$ cat src/rtl/amrpd_pkg.sv
// Shared types, constants and helpers for the AMR payload deframer.
package amrpd_pkg;

  localparam int unsigned MaxFramesDef = 16;
  localparam int unsigned ResultCap    = 20;
  localparam logic [3:0]  RequestReset = 4'd15;
  localparam logic [2:0]  ModeReset    = 3'd7;

  typedef enum logic [1:0] {
    KIND_HEADER = 2'd0,
    KIND_SPEECH = 2'd1,
    KIND_END    = 2'd2
  } item_kind_e;

  typedef enum logic [1:0] {
    ERR_OK        = 2'd0,
    ERR_TRUNCATED = 2'd1,
    ERR_OVERFLOW  = 2'd2
  } err_e;

  typedef enum logic [1:0] {
    PH_CMR    = 2'd0,
    PH_TOC    = 2'd1,
    PH_SPEECH = 2'd2,
    PH_SKIP   = 2'd3
  } phase_e;

  typedef enum logic [0:0] {
    CFG_OCTET_ALIGNED = 1'b0,
    CFG_DEFAULT_MODE  = 1'b1
  } cfg_reg_e;

  typedef enum logic [2:0] {
    ST_IDLE,
    ST_LOAD,
    ST_TOC,
    ST_SPEECH,
    ST_HDR,
    ST_END
  } state_e;

  typedef struct packed {
    logic [7:0] out_byte;
    logic [1:0] item_kind;
    logic       frame_done;
    logic       payload_done;
    logic [1:0] error_status;
    logic [3:0] request_code;
    logic [2:0] encoder_mode;
  } result_t;

  // Speech bits per frame type; types 8 and up carry none.
  function automatic logic [7:0] ft_bit_count(input logic [3:0] ft);
    logic [7:0] b;
    case (ft)
      4'd0:    b = 8'd95;
      4'd1:    b = 8'd103;
      4'd2:    b = 8'd118;
      4'd3:    b = 8'd134;
      4'd4:    b = 8'd148;
      4'd5:    b = 8'd159;
      4'd6:    b = 8'd204;
      4'd7:    b = 8'd244;
      default: b = 8'd0;
    endcase
    return b;
  endfunction

  function automatic logic [7:0] frame_len(input logic [6:0] entry, input logic octet);
    logic [7:0] b;
    b = ft_bit_count(entry[6:3]);
    if (octet) begin
      b = (b + 8'd7) & 8'hF8;
    end
    return b;
  endfunction

  // Mask of the low fill bits of the reservoir.
  function automatic logic [15:0] low_mask(input logic [4:0] fill);
    logic [16:0] m;
    m = (17'd1 << fill) - 17'd1;
    return m[15:0];
  endfunction

endpackage

$ cat src/rtl/amr_payload_deframer.sv
// AMR-NB payload deframer: RTP payload bytes in, storage-format bytes out.
// Each accepted byte passes LOAD, then TOC for its entries, then SPEECH; a frame
//   header goes through HDR after a TOC memory read, and each speech byte is one
//   SPEECH step. A new byte is taken only back in IDLE, and waiting on the output
//   register stalls HDR, SPEECH and END.
// Reset: asynchronous active low; CMR expected next, request code 15, mode 7.
module amr_payload_deframer #(
  parameter int unsigned MaxFrames = amrpd_pkg::MaxFramesDef
) (
  input  logic       clk_i,
  input  logic       rst_ni,
  input  logic       in_valid_i,
  output logic       in_ready_o,
  input  logic [7:0] payload_byte_i,
  input  logic       payload_end_i,
  output logic       out_valid_o,
  input  logic       out_ready_i,
  output logic [7:0] out_byte_o,
  output logic [1:0] item_kind_o,
  output logic       frame_done_o,
  output logic       payload_done_o,
  output logic [1:0] error_status_o,
  output logic [3:0] request_code_o,
  output logic [2:0] encoder_mode_o,
  input  logic       cfg_valid_i,
  output logic       cfg_ready_o,
  input  logic [1:0] cfg_index_i,
  input  logic [2:0] cfg_data_i
);

  localparam int unsigned AddrW = (MaxFrames > 1) ? $clog2(MaxFrames) : 1;
  localparam int unsigned CntW  = $clog2(MaxFrames + 1) > AddrW ?
                                  $clog2(MaxFrames + 1) : AddrW;
  localparam logic [CntW-1:0] MaxCnt = CntW'(MaxFrames);
  localparam logic [4:0] CapAll = 5'(amrpd_pkg::ResultCap);
  localparam logic [4:0] CapEnd = 5'(amrpd_pkg::ResultCap - 1);

  amrpd_pkg::state_e state_q, state_d;
  amrpd_pkg::phase_e phase_q, phase_d;
  logic [15:0]     res_q, res_d;
  logic [4:0]      fill_q, fill_d;
  logic [CntW-1:0] count_q, count_d;
  logic [CntW-1:0] cursor_q, cursor_d;
  logic [7:0]      left_q, left_d;
  logic [3:0]      req_q, req_d;
  logic [2:0]      mode_q, mode_d;
  logic [1:0]      latch_q, latch_d;
  logic            octet_q;
  logic [4:0]      cnt_q, cnt_d;
  logic [7:0]      byte_q;
  logic            end_q;

  // TOC memory port signals
  logic             mem_we, mem_re;
  logic [6:0]       mem_wdata, mem_rdata;

  // output register
  logic               push, slot_free;
  amrpd_pkg::result_t res_out, res_new;

  // bit extraction
  logic [3:0]  take_n;
  logic [4:0]  fill_after;
  logic [15:0] shifted;
  logic [7:0]  take_v;
  logic [4:0]  lim;
  logic        capped;
  logic [7:0]  hdr_bits;
  logic [7:0]  toc_e;

  assign cfg_ready_o = 1'b1;
  assign in_ready_o  = (state_q == amrpd_pkg::ST_IDLE);

  amrpd_toc_mem #(.Depth(MaxFrames), .AddrW(AddrW)) u_toc_mem (
    .clk_i   (clk_i),
    .we_i    (mem_we),
    .waddr_i (count_q[AddrW-1:0]),
    .wdata_i (mem_wdata),
    .re_i    (mem_re),
    .raddr_i (cursor_q[AddrW-1:0]),
    .rdata_o (mem_rdata)
  );

  amrpd_out_reg u_out_reg (
    .clk_i   (clk_i),
    .rst_ni  (rst_ni),
    .push_i  (push),
    .res_i   (res_new),
    .free_o  (slot_free),
    .valid_o (out_valid_o),
    .ready_i (out_ready_i),
    .res_o   (res_out)
  );

  assign out_byte_o     = res_out.out_byte;
  assign item_kind_o    = res_out.item_kind;
  assign frame_done_o   = res_out.frame_done;
  assign payload_done_o = res_out.payload_done;
  assign error_status_o = res_out.error_status;
  assign request_code_o = res_out.request_code;
  assign encoder_mode_o = res_out.encoder_mode;

  // take_n bits off the top of the filled part of the reservoir
  always_comb begin
    take_n = 4'd8;
    case (state_q)
      amrpd_pkg::ST_LOAD:   take_n = octet_q ? 4'd8 : 4'd4;
      amrpd_pkg::ST_TOC:    take_n = octet_q ? 4'd8 : 4'd6;
      amrpd_pkg::ST_SPEECH: take_n = (left_q < 8'd8) ? left_q[3:0] : 4'd8;
      default:              take_n = 4'd8;
    endcase
  end

  always_comb begin
    logic [15:0] rsrc;
    logic [4:0]  fsrc;
    logic [15:0] tmask;
    rsrc = res_q;
    fsrc = fill_q;
    if (state_q == amrpd_pkg::ST_LOAD) begin
      rsrc = {res_q[7:0], byte_q};
      fsrc = fill_q + 5'd8;
    end
    fill_after = fsrc - {1'b0, take_n};
    shifted    = rsrc >> fill_after;
    tmask      = amrpd_pkg::low_mask({1'b0, take_n});
    take_v     = shifted[7:0] & tmask[7:0];
  end

  assign lim      = end_q ? CapEnd : CapAll;
  assign capped   = (cnt_q >= lim);
  assign hdr_bits = amrpd_pkg::frame_len(mem_rdata, octet_q);
  assign toc_e    = octet_q ? take_v : {take_v[5:0], 2'b00};

  always_comb begin
    state_d   = state_q;
    phase_d   = phase_q;
    res_d     = res_q;
    fill_d    = fill_q;
    count_d   = count_q;
    cursor_d  = cursor_q;
    left_d    = left_q;
    req_d     = req_q;
    mode_d    = mode_q;
    latch_d   = latch_q;
    cnt_d     = cnt_q;
    mem_we    = 1'b0;
    mem_wdata = toc_e[6:0];
    mem_re    = 1'b0;
    push      = 1'b0;
    res_new   = '{out_byte: 8'd0, item_kind: amrpd_pkg::KIND_HEADER, frame_done: 1'b0,
                  payload_done: 1'b0, error_status: amrpd_pkg::ERR_OK,
                  request_code: req_q, encoder_mode: mode_q};

    case (state_q)
      amrpd_pkg::ST_IDLE: begin
        if (in_valid_i) begin
          cnt_d   = 5'd0;
          state_d = amrpd_pkg::ST_LOAD;
        end
      end

      // append the byte unless skipping; the CMR comes off the front of a new payload
      amrpd_pkg::ST_LOAD: begin
        if (phase_q != amrpd_pkg::PH_SKIP) begin
          if (phase_q == amrpd_pkg::PH_CMR) begin
            req_d   = octet_q ? take_v[7:4] : take_v[3:0];
            fill_d  = fill_after;
            res_d   = {res_q[7:0], byte_q} & amrpd_pkg::low_mask(fill_after);
            phase_d = amrpd_pkg::PH_TOC;
            count_d = '0;
          end else begin
            res_d  = {res_q[7:0], byte_q};
            fill_d = fill_q + 5'd8;
          end
        end
        state_d = amrpd_pkg::ST_TOC;
      end

      // one TOC entry per cycle
      amrpd_pkg::ST_TOC: begin
        if (phase_q == amrpd_pkg::PH_TOC && fill_q >= {1'b0, take_n}) begin
          fill_d = fill_after;
          res_d  = res_q & amrpd_pkg::low_mask(fill_after);
          if (count_q < MaxCnt) begin
            mem_we  = 1'b1;
            count_d = count_q + 1'b1;
          end
          if (!toc_e[7]) begin
            phase_d  = amrpd_pkg::PH_SPEECH;
            cursor_d = '0;
            left_d   = 8'd0;
          end else if (count_d >= MaxCnt) begin
            latch_d = amrpd_pkg::ERR_OVERFLOW;
            phase_d = amrpd_pkg::PH_SKIP;
            res_d   = 16'd0;
            fill_d  = 5'd0;
          end
        end else begin
          state_d = amrpd_pkg::ST_SPEECH;
        end
      end

      amrpd_pkg::ST_SPEECH: begin
        if (phase_q != amrpd_pkg::PH_SPEECH) begin
          state_d = amrpd_pkg::ST_END;
        end else if (left_q == 8'd0) begin
          if (cursor_q >= count_q || cursor_q >= MaxCnt) begin
            phase_d = amrpd_pkg::PH_SKIP;
            res_d   = 16'd0;
            fill_d  = 5'd0;
            state_d = amrpd_pkg::ST_END;
          end else begin
            mem_re  = 1'b1;
            state_d = amrpd_pkg::ST_HDR;
          end
        end else if (fill_q < {1'b0, take_n}) begin
          state_d = amrpd_pkg::ST_END;
        end else if (capped || slot_free) begin
          push             = !capped;
          cnt_d            = capped ? cnt_q : cnt_q + 5'd1;
          res_new.out_byte  = take_v << (4'd8 - take_n);
          res_new.item_kind = amrpd_pkg::KIND_SPEECH;
          res_new.frame_done = (left_q == {4'd0, take_n});
          fill_d = fill_after;
          res_d  = res_q & amrpd_pkg::low_mask(fill_after);
          left_d = left_q - {4'd0, take_n};
          if (left_q == {4'd0, take_n}) begin
            cursor_d = cursor_q + 1'b1;
          end
        end
      end

      // header byte from the entry just read
      amrpd_pkg::ST_HDR: begin
        if (capped || slot_free) begin
          push               = !capped;
          cnt_d              = capped ? cnt_q : cnt_q + 5'd1;
          res_new.out_byte   = {1'b0, mem_rdata};
          res_new.item_kind  = amrpd_pkg::KIND_HEADER;
          res_new.frame_done = (hdr_bits == 8'd0);
          if (hdr_bits == 8'd0) begin
            cursor_d = cursor_q + 1'b1;
          end else begin
            left_d = hdr_bits;
          end
          state_d = amrpd_pkg::ST_SPEECH;
        end
      end

      amrpd_pkg::ST_END: begin
        if (!end_q) begin
          state_d = amrpd_pkg::ST_IDLE;
        end else if (slot_free) begin
          push = 1'b1;
          if ({1'b0, mode_q} >= req_q) begin
            mode_d = req_q[2:0];
          end
          res_new.item_kind    = amrpd_pkg::KIND_END;
          res_new.payload_done = 1'b1;
          res_new.encoder_mode = ({1'b0, mode_q} >= req_q) ? req_q[2:0] : mode_q;
          res_new.error_status = (phase_q == amrpd_pkg::PH_TOC ||
                                  phase_q == amrpd_pkg::PH_SPEECH) ?
                                 amrpd_pkg::ERR_TRUNCATED : latch_q;
          phase_d  = amrpd_pkg::PH_CMR;
          count_d  = '0;
          cursor_d = '0;
          left_d   = 8'd0;
          latch_d  = amrpd_pkg::ERR_OK;
          res_d    = 16'd0;
          fill_d   = 5'd0;
          state_d  = amrpd_pkg::ST_IDLE;
        end
      end

      default: state_d = amrpd_pkg::ST_IDLE;
    endcase

    // cfg write loads kept mode at once; the user writes only while idle, unchecked
    if (cfg_valid_i && cfg_index_i == {1'b0, amrpd_pkg::CFG_DEFAULT_MODE}) begin
      mode_d = cfg_data_i;
    end
  end

  always_ff @(posedge clk_i or negedge rst_ni) begin
    if (!rst_ni) begin
      state_q  <= amrpd_pkg::ST_IDLE;
      phase_q  <= amrpd_pkg::PH_CMR;
      res_q    <= 16'd0;
      fill_q   <= 5'd0;
      count_q  <= '0;
      cursor_q <= '0;
      left_q   <= 8'd0;
      req_q    <= amrpd_pkg::RequestReset;
      mode_q   <= amrpd_pkg::ModeReset;
      latch_q  <= amrpd_pkg::ERR_OK;
      octet_q  <= 1'b0;
      cnt_q    <= 5'd0;
    end else begin
      state_q  <= state_d;
      phase_q  <= phase_d;
      res_q    <= res_d;
      fill_q   <= fill_d;
      count_q  <= count_d;
      cursor_q <= cursor_d;
      left_q   <= left_d;
      req_q    <= req_d;
      mode_q   <= mode_d;
      latch_q  <= latch_d;
      cnt_q    <= cnt_d;
      if (cfg_valid_i && cfg_index_i == {1'b0, amrpd_pkg::CFG_OCTET_ALIGNED}) begin
        octet_q <= cfg_data_i[0];
      end
    end
  end

  // payload of the accepted request
  always_ff @(posedge clk_i) begin
    if (in_valid_i && in_ready_o) begin
      byte_q <= payload_byte_i;
      end_q  <= payload_end_i;
    end
  end

endmodule

$ cat src/rtl/amrpd_toc_mem.sv
// TOC entry store: one write port, one read port, registered read data.
module amrpd_toc_mem #(
  parameter int unsigned Depth = amrpd_pkg::MaxFramesDef,
  parameter int unsigned AddrW = (Depth > 1) ? $clog2(Depth) : 1
) (
  input  logic             clk_i,
  input  logic             we_i,
  input  logic [AddrW-1:0] waddr_i,
  input  logic [6:0]       wdata_i,
  input  logic             re_i,
  input  logic [AddrW-1:0] raddr_i,
  output logic [6:0]       rdata_o
);

  logic [6:0] mem [Depth];
  logic [6:0] rdata_q;

  always_ff @(posedge clk_i) begin
    if (we_i) begin
      mem[waddr_i] <= wdata_i;
    end
    if (re_i) begin
      rdata_q <= mem[raddr_i];
    end
  end

  assign rdata_o = rdata_q;

endmodule

$ cat src/rtl/amrpd_out_reg.sv
// Output register holding one result request until the sink takes it.
module amrpd_out_reg (
  input  logic               clk_i,
  input  logic               rst_ni,
  input  logic               push_i,
  input  amrpd_pkg::result_t res_i,
  output logic               free_o,
  output logic               valid_o,
  input  logic               ready_i,
  output amrpd_pkg::result_t res_o
);

  logic               valid_q;
  amrpd_pkg::result_t res_q;

  assign free_o = !valid_q || ready_i;

  always_ff @(posedge clk_i or negedge rst_ni) begin
    if (!rst_ni) begin
      valid_q <= 1'b0;
    end else if (push_i) begin
      valid_q <= 1'b1;
    end else if (ready_i) begin
      valid_q <= 1'b0;
    end
  end

  always_ff @(posedge clk_i) begin
    if (push_i) begin
      res_q <= res_i;
    end
  end

  assign valid_o = valid_q;
  assign res_o   = res_q;

endmodule
$ cat config.mk
export PLATFORM = sky130hd
export DESIGN_NAME = amr_payload_deframer
export DESIGN_NICKNAME = d
export VERILOG_FILES = /design/src/rtl/amrpd_pkg.sv /design/src/rtl/amr_payload_deframer.sv /design/src/rtl/amrpd_toc_mem.sv /design/src/rtl/amrpd_out_reg.sv
export SDC_FILE = /design/constraint.sdc
export NUM_CORES = 1
export LEC_CHECK = 0
export ABC_AREA = 1
export BUFFER_PORTS_ARGS = -buffer_cell sky130_fd_sc_hd__buf_2
export CELL_PAD_IN_SITES_DETAIL_PLACEMENT = 1
export CELL_PAD_IN_SITES_GLOBAL_PLACEMENT = 2
export CORE_MARGIN = 3
export CORE_UTILIZATION = 39
export CTS_BUF_LIST = sky130_fd_sc_hd__clkbuf_16
export CTS_CLUSTER_DIAMETER = 150
export DETAILED_ROUTE_END_ITERATION = 8
export HOLD_SLACK_MARGIN = 0.1
export PLACE_DENSITY_LB_ADDON = 0.12
export REMOVE_ABC_BUFFERS = 1
export SLEW_MARGIN = 20
export SYNTH_ARGS = -nofsm -noshare
export SYNTH_HDL_FRONTEND = slang
export SYNTH_SLANG_ARGS = --single-unit
export TNS_END_PERCENT = 100
$ cat constraint.sdc
create_clock -name clk_i -period 4.9 [get_ports clk_i]
set_input_delay 0.735 -clock clk_i [delete_from_list [all_inputs] [get_ports clk_i]]
set_output_delay 0.735 -clock clk_i [all_outputs]
set_load 0.01 [all_outputs]
==> run_results.csv, run 1 <==
group,metric,value,unit
clock_network,postCtsSetupBuffers,0,
yosys,seq_area_frac_synth,49.4,%
route,ant_nets,0,
grt,first_global_vias,10600,
floorplanning,die_h,182,µm
timing,slew_viol_final,0,
cells_and_area,area_growth_syn_to_layout,12.3,%
critical_path,crit_path_start_kind,"flip-flop",
critical_path,critPathCaptureType,"flip-flop",
timing,relSlewSlack,28.6,%
grt,grt_usage,23.2,%
yosys,synthArstFlopShare,28.4,%
critical_path,worst-r2r-cell-count,16,
timing,post-route-min-period,4.37,ns
critical_path,rrSetupSlack,0.53,ns
floorplanning,boundaryPins,43,
yosys,syn_inst,1397,
placed_design,finalWeightedCongestion,0.839,
timing,post-route-period-util,89.1,%
yosys,yosysUniqueCellTypes,59,
clock_network,clkLatencyLatePin,0.54,ns
clock_network,clkSinkCount,208,
timing,max_freq,229,MHz
clock_network,cts-resized-gates,0,
clock_network,cts_htree_levels,1,
critical_path,cp_max_fo,16,
yosys,yosysWarnings,0,
yosys,synth_edf_count,149,
critical_path,crit_arrival,4.62,ns
timing,hold_violations,0,
placed_design,place_hpwl,28100,µm
critical_path,worstReg2RegStart,"state_q[2]",
yosys,syn_area_per_cell,8.64,µm²
timing,final.setup_skew,0.0115,ns
status,status,"finished, final reports clean",
timing,tightest_slew,1.07,ns
route,remaining_drc_errors,0,
grt,grt.overflow.total,0,
yosys,syn_area,12100,µm²
clock_network,cts_buffer_depth,3,
cells_and_area,final_cell_mix,"nand2_1 (290), nor2_1 (180), edfxtp_1 (149), inv_1 (140), nand3_1 (116)",
floorplanning,die_w,182,µm
critical_path,crit_required,5.15,ns
route,drt_pass1_iterations,5,
floorplanning,fp.dieArea,33100,µm²
grt,grt_max_degree,60,
cells_and_area,multi_input_area,5320,µm²
critical_path,rr_endpoint,"u_toc_mem.mem[0][5]",
grt,grt_first_pass_wirelength,61100,µm
floorplanning,core,30000,µm²
yosys,synth_ff_type,"edfxtp_1",
route,via_per_inst,5.45,
cells_and_area,antenna_cells,0,
placed_design,port_buffers,41,
route,routed_wl,38400,µm
timing,setup_viol,0,
clock_network,numCtsBuffers,24,
clock_network,cts.clk_slew.worst_paths,0.06,ns
floorplanning,rows,63,
cells_and_area,seq_area,5960,µm²
timing,finalSetupTns,0,ns
clock_network,clock-root-buffer,"clkbuf_16",
cells_and_area,drive_above_1_share,11.5,%
clock_network,cts_tree,"built",
worst_hold_path,hp-class,"in2async",
floorplanning,start_util,40.2,%
clock_network,hold_buffers,0,
route,drt_iter0_drc,647,
grt,antenna_found_initial,0,
timing,rsz0062_at_grt,"no",
critical_path,critPathKind,"reg2reg",
cells_and_area,final_common_cell,"nand2_1",
cells_and_area,nFillCells,3539,
flow_run,maxCapViolations,0,
route,vias,10100,
cells_and_area,layout.nets,1508,
route,wl_per_cell,20.8,µm
yosys,yosys_register_bits,208,
-- synthesized netlist by cell type, types with 3 or more instances --
cell	instances	area share, %
a211oi_1	3	0.19
a21boi_0	6	0.37
a21oi_1	57	2.4
a31oi_1	10	0.52
buf_1	8	0.25
buf_2	3	0.12
buf_4	3	0.19
buf_6	5	0.47
clkbuf_1	35	1.1
clkinv_1	4	0.12
dfrtp_1	52	11
dfstp_2	7	1.5
edfxtp_1	149	37
ha_1	44	4.6
inv_1	132	4.1
inv_2	8	0.25
mux2i_1	20	1.7
nand2_1	290	9.0
nand2_2	12	0.62
nand3_1	116	4.8
nand3_2	9	0.75
nand3b_1	6	0.37
nand4_1	12	0.62
nor2_1	180	5.6
nor2_2	8	0.41
nor3_1	19	0.79
nor4_1	3	0.16
o211ai_1	20	1.2
o21ai_0	85	3.5
o21ai_1	3	0.12
o21ai_2	5	0.36
o21bai_1	3	0.19
o221ai_1	20	1.5
o22ai_1	5	0.26
o31ai_1	3	0.19
o32ai_1	9	0.65
or2_2	4	0.21
xnor2_1	9	0.65
xor2_1	3	0.22
-- worst max-delay path: stages (launching register included) --
cell and delay [ns]:
dfrtp_1 0.44, inv_2 0.16, nand3_2 0.22, nor3_1 0.25, buf_4 0.17, ha_1 0.15, inv_1 0.06, fa_1 0.78
buf_4 0.28, nand2_1 0.15, o21ai_0 0.28, nand2_1 0.09, nand2_1 0.07, nand2_1 0.08, a21oi_1 0.23, nand2_1 0.13
nand2_1 0.52
-- layer usage --
metal  global-route usage (%)  vias to the layer above  routed length (µm)  share of wire, %
met4                     8.10                        0                1460               3.8
met5                        0                        -                   0                 0
li1                         -                     4864                   -                 -
met2                     39.1                      160               18100                47
met3                     3.63                       76                1430               3.7
met1                     30.6                     4991               17400                45
-- worst max-delay path by stage --
stage	to	start	cells after the start	slack, ns
finish	u_toc_mem.mem[0][5]	state_q[2]	16	0.53
global route	res_q[3]	state_q[2]	19	0.13
CTS	u_toc_mem.mem[0][5]	state_q[2]	16	0.50
detailed placement	u_toc_mem.mem[12][5]	state_q[2]	16	0.51
global placement	res_q[13]	state_q[2]	19	0.70
floorplan	fill_q[3]	cursor_q[0]	15	0.06
-- state kept, by name (all words and copies together), names as in the netlist --
| register | flops |
|---|---|
| byte_q | 8 |
| cnt_q | 5 |
| count_q | 5 |
| cursor_q | 5 |
| end_q | 1 |
| fill_q | 5 |
| latch_q | 1 |
| left_q | 8 |
| mode_q | 3 |
| octet_q | 1 |
| phase_q | 2 |
| req_q | 4 |
| res_q | 16 |
| state_q | 3 |
| u_out_reg.res_o | 21 |
| u_out_reg.valid_o | 1 |
| u_toc_mem.mem | 112 |
| u_toc_mem.rdata_o | 7 |
-- cells by family after synthesis --
kind of cell	count (synthesis)	share of synthesized area [%]
AOI/OAI and AO/OA	240	12.3
xor gates and xnor gates	12	0.871
adders and majority gates	46	4.89
buffers and inverters	198	6.59
DFF	208	49.4
muxes	22	1.85
other	1	0.0311
and+or+nand+nor	670	24.1
-- per-stage QoR --
stage          setup WS, ns  std cells  hold slack (ns)  util (%)  area [µm²]
6_report              0.532       1851            0.280      45.1       13500
5_1_grt               0.127       1851            0.326      45.1       13500
4_1_cts               0.497       1851            0.296      45.1       13500
3_5_place_dp          0.512       1807            0.493      42.5       12800
3_3_place_gp          0.697       1807            0.495      42.5       12800
2_1_floorplan        0.0617       1343            0.439         -       11800
-- area by class of cell --
type	instances	share of cell area, %
flip-flops and latches	208	44.0
multi-input cells	991	39.2
clock buffers	24	4.43
inverters	144	3.99
well taps	390	3.60
repair buffers	74	3.34
clock inverters	20	1.41
Power of run 1 is left out: the tool's default activity adds up to more than one toggle a clock period on the data nets, which glitch-free logic cannot reach.
==> inputs of run 2 (changes only) <==
--- a/config.mk
+++ b/config.mk
@@ -15,6 +15,7 @@
 export CTS_CLUSTER_DIAMETER = 150
 export DETAILED_ROUTE_END_ITERATION = 8
 export HOLD_SLACK_MARGIN = 0.1
+export MAX_ROUTING_LAYER = met4
 export PLACE_DENSITY_LB_ADDON = 0.12
 export REMOVE_ABC_BUFFERS = 1
 export SLEW_MARGIN = 20
==> constraint.sdc (replaced) <==
create_clock -name clk_i -period 4.9 [get_ports clk_i]
set_input_delay 1.225 -clock clk_i [delete_from_list [all_inputs] [get_ports clk_i]]
set_output_delay 1.225 -clock clk_i [all_outputs]
set_load 0.01 [all_outputs]
==> run_results.csv, run 2 (same netlist as run 1, synthesis figures left out) <==
group,metric,value,unit
route,via_per_inst,5.41,
route,drt_iter0_drc,611,
route,wl_per_cell,20.9,µm
critical_path,cp_num_buf_inv,3,
critical_path,worst-r2r-cell-count,17,
placed_design,finalWeightedCongestion,0.891,
cells_and_area,drive_above_1_share,12.0,%
grt,grt_first_pass_wirelength,61700,µm
timing,tightest_slew,0.921,ns
cells_and_area,final_core_util,45.1,%
timing,final.setup_skew,0.0113,ns
flow_run,maxCapViolations,0,
timing,rsz0062_at_grt,"no",
cells_and_area,layout.nets,1508,
cells_and_area,largest_reg_flops,112,
cells_and_area,antenna_cells,0,
critical_path,critical-path-max-stage-delay,0.72,ns
critical_path,crit_path_start_kind,"flip-flop",
clock_network,cts_buffer_depth,3,
floorplanning,boundaryPins,43,
critical_path,cp_max_fo,9,
cells_and_area,final_common_cell,"nand2_1",
clock_network,cts_tree,"built",
placed_design,place_hpwl,28600,µm
critical_path,cp_num_cells,17,
route,remaining_drc_errors,0,
route,ant_nets,0,
timing,slew_viol_final,0,
status,status,"finished, final reports clean",
timing,max_freq,227,MHz
grt,first_global_vias,10700,
timing,hold_violations,0,
timing,setup_viol,0,
critical_path,crit_required,5.06,ns
critical_path,path_cells,"inv_2 > nand3_2 > nor2_1 > nand2_1 > nand2_2 > inv_1 > ha_1 > nand3_1 > nand2_1 > a21boi_0 > o21ai_0 > nand2_1 > nor2_1 > inv_1 > nor2_1 > nand2_1 > nor2_1",
route,routed_wl,38800,µm
clock_network,clkSinkCount,208,
timing,relSlewSlack,38.3,%
timing,post-route-min-period,4.40,ns
floorplanning,die_w,182,µm
critical_path,critPathKind,"reg2reg",
grt,grt.overflow.total,0,
critical_path,worstSetupStartpoint,"state_q[2]",
clock_network,hold_buffers,0,
critical_path,worstReg2RegStart,"state_q[2]",
clock_network,clock-root-buffer,"clkbuf_16",
critical_path,rr_endpoint,"u_toc_mem.mem[6][1]",
placed_design,port_buffers,41,
floorplanning,rows,63,
critical_path,cp_top_family,"simple AND/OR/NAND/NOR gates",
route,drt_pass1_iterations,5,
worst_hold_path,whs_path_depth,2,
critical_path,rrSetupSlack,0.50,ns
grt,antenna_found_initial,0,
timing,finalSetupTns,0,ns
grt,grt_usage,24.3,%
floorplanning,fp.dieArea,33100,µm²
critical_path,critPathCaptureType,"flip-flop",
critical_path,crit_arrival,4.56,ns
critical_path,slowest_stage,"nor2_1",
clock_network,cts.clk_slew.worst_paths,0.06,ns
critical_path,cp-endpoint,"u_toc_mem.mem[6][1]",
worst_hold_path,hp-class,"reg2reg",
floorplanning,start_util,40.2,%
timing,post-route-period-util,89.8,%
cells_and_area,largest_register,"u_toc_mem.mem",
cells_and_area,area_growth_syn_to_layout,12.3,%
cells_and_area,final_cell_mix,"nand2_1 (290), nor2_1 (180), edfxtp_1 (149), inv_1 (134), nand3_1 (116)",
clock_network,clkLatencyLatePin,0.55,ns
clock_network,numCtsBuffers,25,
grt,grt_max_degree,60,
clock_network,cts_htree_levels,1,
floorplanning,core,30000,µm²
floorplanning,die_h,182,µm
route,vias,10000,
[run 2: area by class of cell]
type                            instances  area, µm²
Clock inverter                         20        169
Multi-Input combinational cell        991       5320
Inverter                              144        541
Sequential cell                       208       5960
Timing Repair Buffer                   73        445
Tap cell                              390        488
Fill cell                            3544      16500
Clock buffer                           25        626
[run 2: routing by layer]
layer  share of wire (%)  wire length, µm  GRT usage [%]
met1                  44            17200           30.3
met2                  48            18700           41.1
met3                 3.9             1490           3.57
met4                 3.4             1310           6.98
met5                   0                0              -
[run 2: metrics by stage]
stage,hold slack [ns],setup slack [ns],cell area [µm²],instances
after detailed placement,0.488,0.378,12700,1806
after global placement,0.474,0.578,12700,1806
after global routing,0.526,0.00259,13600,1851
after CTS,0.503,0.350,13500,1851
final,0.498,0.501,13600,1851
after floorplan,0.449,0.0617,11800,1343
[run 2: how the worst min path moves through the flow]
stage	from	endpoint	slack, ns
5_1_grt	fill_q[0]	fill_q[0]	0.53
6_report	fill_q[0]	fill_q[0]	0.50
2_1_floorplan	fill_q[0]	fill_q[0]	0.45
4_1_cts	fill_q[0]	fill_q[0]	0.50
3_5_place_dp	fill_q[0]	fill_q[0]	0.49
3_3_place_gp	fill_q[0]	fill_q[0]	0.47
[run 2: worst min-delay path: cells and delay by family, from the launching register on]
kind / cells / cell delay [ns]
flops: 1 / 0.35
simple gates: 2 / 0.12
[run 2: what timing repair did]
action | 4_1_cts | 5_1_grt
buffers inserted | 0 | 0
setup endpoints to repair | 0 | 39
resized for setup | 0 | 1
Power of run 2 is left out for the same reason.
==> inputs of run 3 (changes only) <==
--- a/config.mk
+++ b/config.mk
@@ -17,6 +17,7 @@
 export HOLD_SLACK_MARGIN = 0.1
 export MAX_ROUTING_LAYER = met4
 export PLACE_DENSITY_LB_ADDON = 0.12
+export RECOVER_POWER = 50
 export REMOVE_ABC_BUFFERS = 1
 export SLEW_MARGIN = 20
 export SYNTH_ARGS = -nofsm -noshare
==> run_results.csv, run 3 (same netlist as run 1, synthesis figures left out) <==
group,metric,value,unit
status,status,"finished, violations left",
status,violations,"max-capacitance violations, max-slew violations",
route,ant_nets,0,
critical_path,worst-r2r-cell-count,17,
placed_design,place_hpwl,28600,µm
grt,grt.overflow.total,0,
critical_path,cp_max_fo,9,
cells_and_area,drive_above_1_share,9.24,%
clock_network,cts_buffer_depth,3,
critical_path,cp-endpoint,"u_toc_mem.mem[6][1]",
floorplanning,die_w,182,µm
floorplanning,fp.dieArea,33100,µm²
route,routed_wl,38700,µm
grt,antenna_found_initial,0,
route,drt_pass1_iterations,5,
floorplanning,core,30000,µm²
grt,grt_usage,24.3,%
timing,rsz0062_at_grt,"no",
flow_run,maxCapViolations,4,
placed_design,port_buffers,41,
clock_network,clock-root-buffer,"clkbuf_16",
floorplanning,boundaryPins,43,
timing,final.setup_skew,0.0141,ns
cells_and_area,final_cell_mix,"nand2_1 (290), nor2_1 (180), edfxtp_1 (149), inv_1 (135), nand3_1 (117)",
timing,max_freq,226,MHz
timing,post-route-period-util,90.4,%
cells_and_area,final_common_cell,"nand2_1",
route,via_per_inst,5.44,
timing,setup_viol,0,
clock_network,cts_tree,"built",
placed_design,finalWeightedCongestion,0.891,
route,vias,10100,
critical_path,rr_endpoint,"u_toc_mem.mem[6][1]",
cells_and_area,nFillCells,3547,
critical_path,worstReg2RegStart,"state_q[2]",
worst_hold_path,hp-class,"reg2reg",
timing,post-route-min-period,4.43,ns
timing,relSlewSlack,-107,%
cells_and_area,layout.nets,1508,
clock_network,cts.clk_slew.worst_paths,0.06,ns
critical_path,worstSetupStartpoint,"state_q[2]",
grt,first_global_vias,10700,
critical_path,crit_arrival,4.59,ns
critical_path,critPathCaptureType,"flip-flop",
route,remaining_drc_errors,0,
floorplanning,rows,63,
route,wl_per_cell,20.9,µm
cells_and_area,area_growth_syn_to_layout,11.6,%
timing,slew_viol_final,161,
clock_network,numCtsBuffers,25,
clock_network,cts_htree_levels,1,
floorplanning,start_util,40.2,%
cells_and_area,antenna_cells,0,
cells_and_area,largest_register,"u_toc_mem.mem",
critical_path,crit_path_start_kind,"flip-flop",
grt,grt_first_pass_wirelength,61700,µm
critical_path,crit_required,5.06,ns
clock_network,clkLatencyLatePin,0.55,ns
cells_and_area,largest_reg_flops,112,
clock_network,clkSinkCount,208,
timing,tightest_slew,3.10,ns
route,drt_iter0_drc,607,
timing,finalSetupTns,0,ns
critical_path,critPathKind,"reg2reg",
grt,grt_max_degree,60,
critical_path,rrSetupSlack,0.47,ns
timing,hold_violations,0,
floorplanning,die_h,182,µm
-- run 3: changes by cell type in the layout (fill, tap and decap cells not counted), moves of 2 or more --
cell and change:
dfstp_2 -3, mux2_1 +2, buf_4 -12, dfstp_1 +3, mux2_2 -2, clkbuf_1 +32
clkbuf_2 +4, buf_2 -24
-- run 3: worst min-delay path by stage --
stage                    from        end  slack, ns  depth (start not counted)
floorplan           fill_q[0]  fill_q[0]       0.45                          2
global placement    fill_q[0]  fill_q[0]       0.47                          2
detailed placement  fill_q[0]  fill_q[0]       0.49                          2
CTS                 fill_q[0]  fill_q[0]       0.50                          2
global route        fill_q[0]  fill_q[0]       0.53                          2
finish              fill_q[0]  fill_q[0]       0.50                          2
-- run 3: what timing repair did --
action | 4_1_cts | 5_1_grt
buffers inserted | 0 | 0
gates resized for setup | 0 | 1
setup endpoints to repair | 0 | 39
hold buffers | 0 | 0
endpoints found under the hold margin | 0 | 0
-- run 3: through the flow --
stage          util [%]  hold slack (ns)  cell area (µm²)  std cells  setup WS, ns
3_5_place_dp       42.5            0.488            12700       1806         0.378
6_report           44.8            0.499            13500       1851         0.471
4_1_cts            45.1            0.503            13500       1851         0.350
2_1_floorplan         -            0.449            11800       1343        0.0617
5_1_grt            44.8            0.526            13500       1851       0.00261
3_3_place_gp       42.5            0.474            12700       1806         0.578
-- run 3: area by class of cell --
class / count / area, µm² / share of cell area, %
tap: 390 / 488 / 3.62
sequential: 208 / 5960 / 44.3
inverter: 144 / 541 / 4.01
multi-input combinational: 991 / 5310 / 39.4
clock buffer: 25 / 626 / 4.64
clock inverter: 20 / 169 / 1.25
timing repair buffer: 73 / 375 / 2.79
-- run 3: critical path, stage by stage, from the launching register on --
cell and delay [ns]:
dfrtp_1 0.44, inv_2 0.16, nand3_2 0.22, nor2_1 0.17
nand2_1 0.12, nand2_2 0.14, inv_1 0.14, ha_1 0.40
nand3_1 0.12, nand2_1 0.11, a21boi_0 0.21, o21ai_0 0.22
nand2_1 0.11, nor2_1 0.14, inv_1 0.13, nor2_1 0.24
nand2_1 0.24, nor2_1 0.74
-- run 3: routing by layer --
metal  vias up  GRT usage [%]  share of wire (%)
met2       164           41.1                 48
met4         0           6.98                3.7
met5         -              -                  0
li1       4876              -                  -
met3        86           3.57                3.8
met1      4941           30.3                 45
Power of run 3 is left out for the same reason.
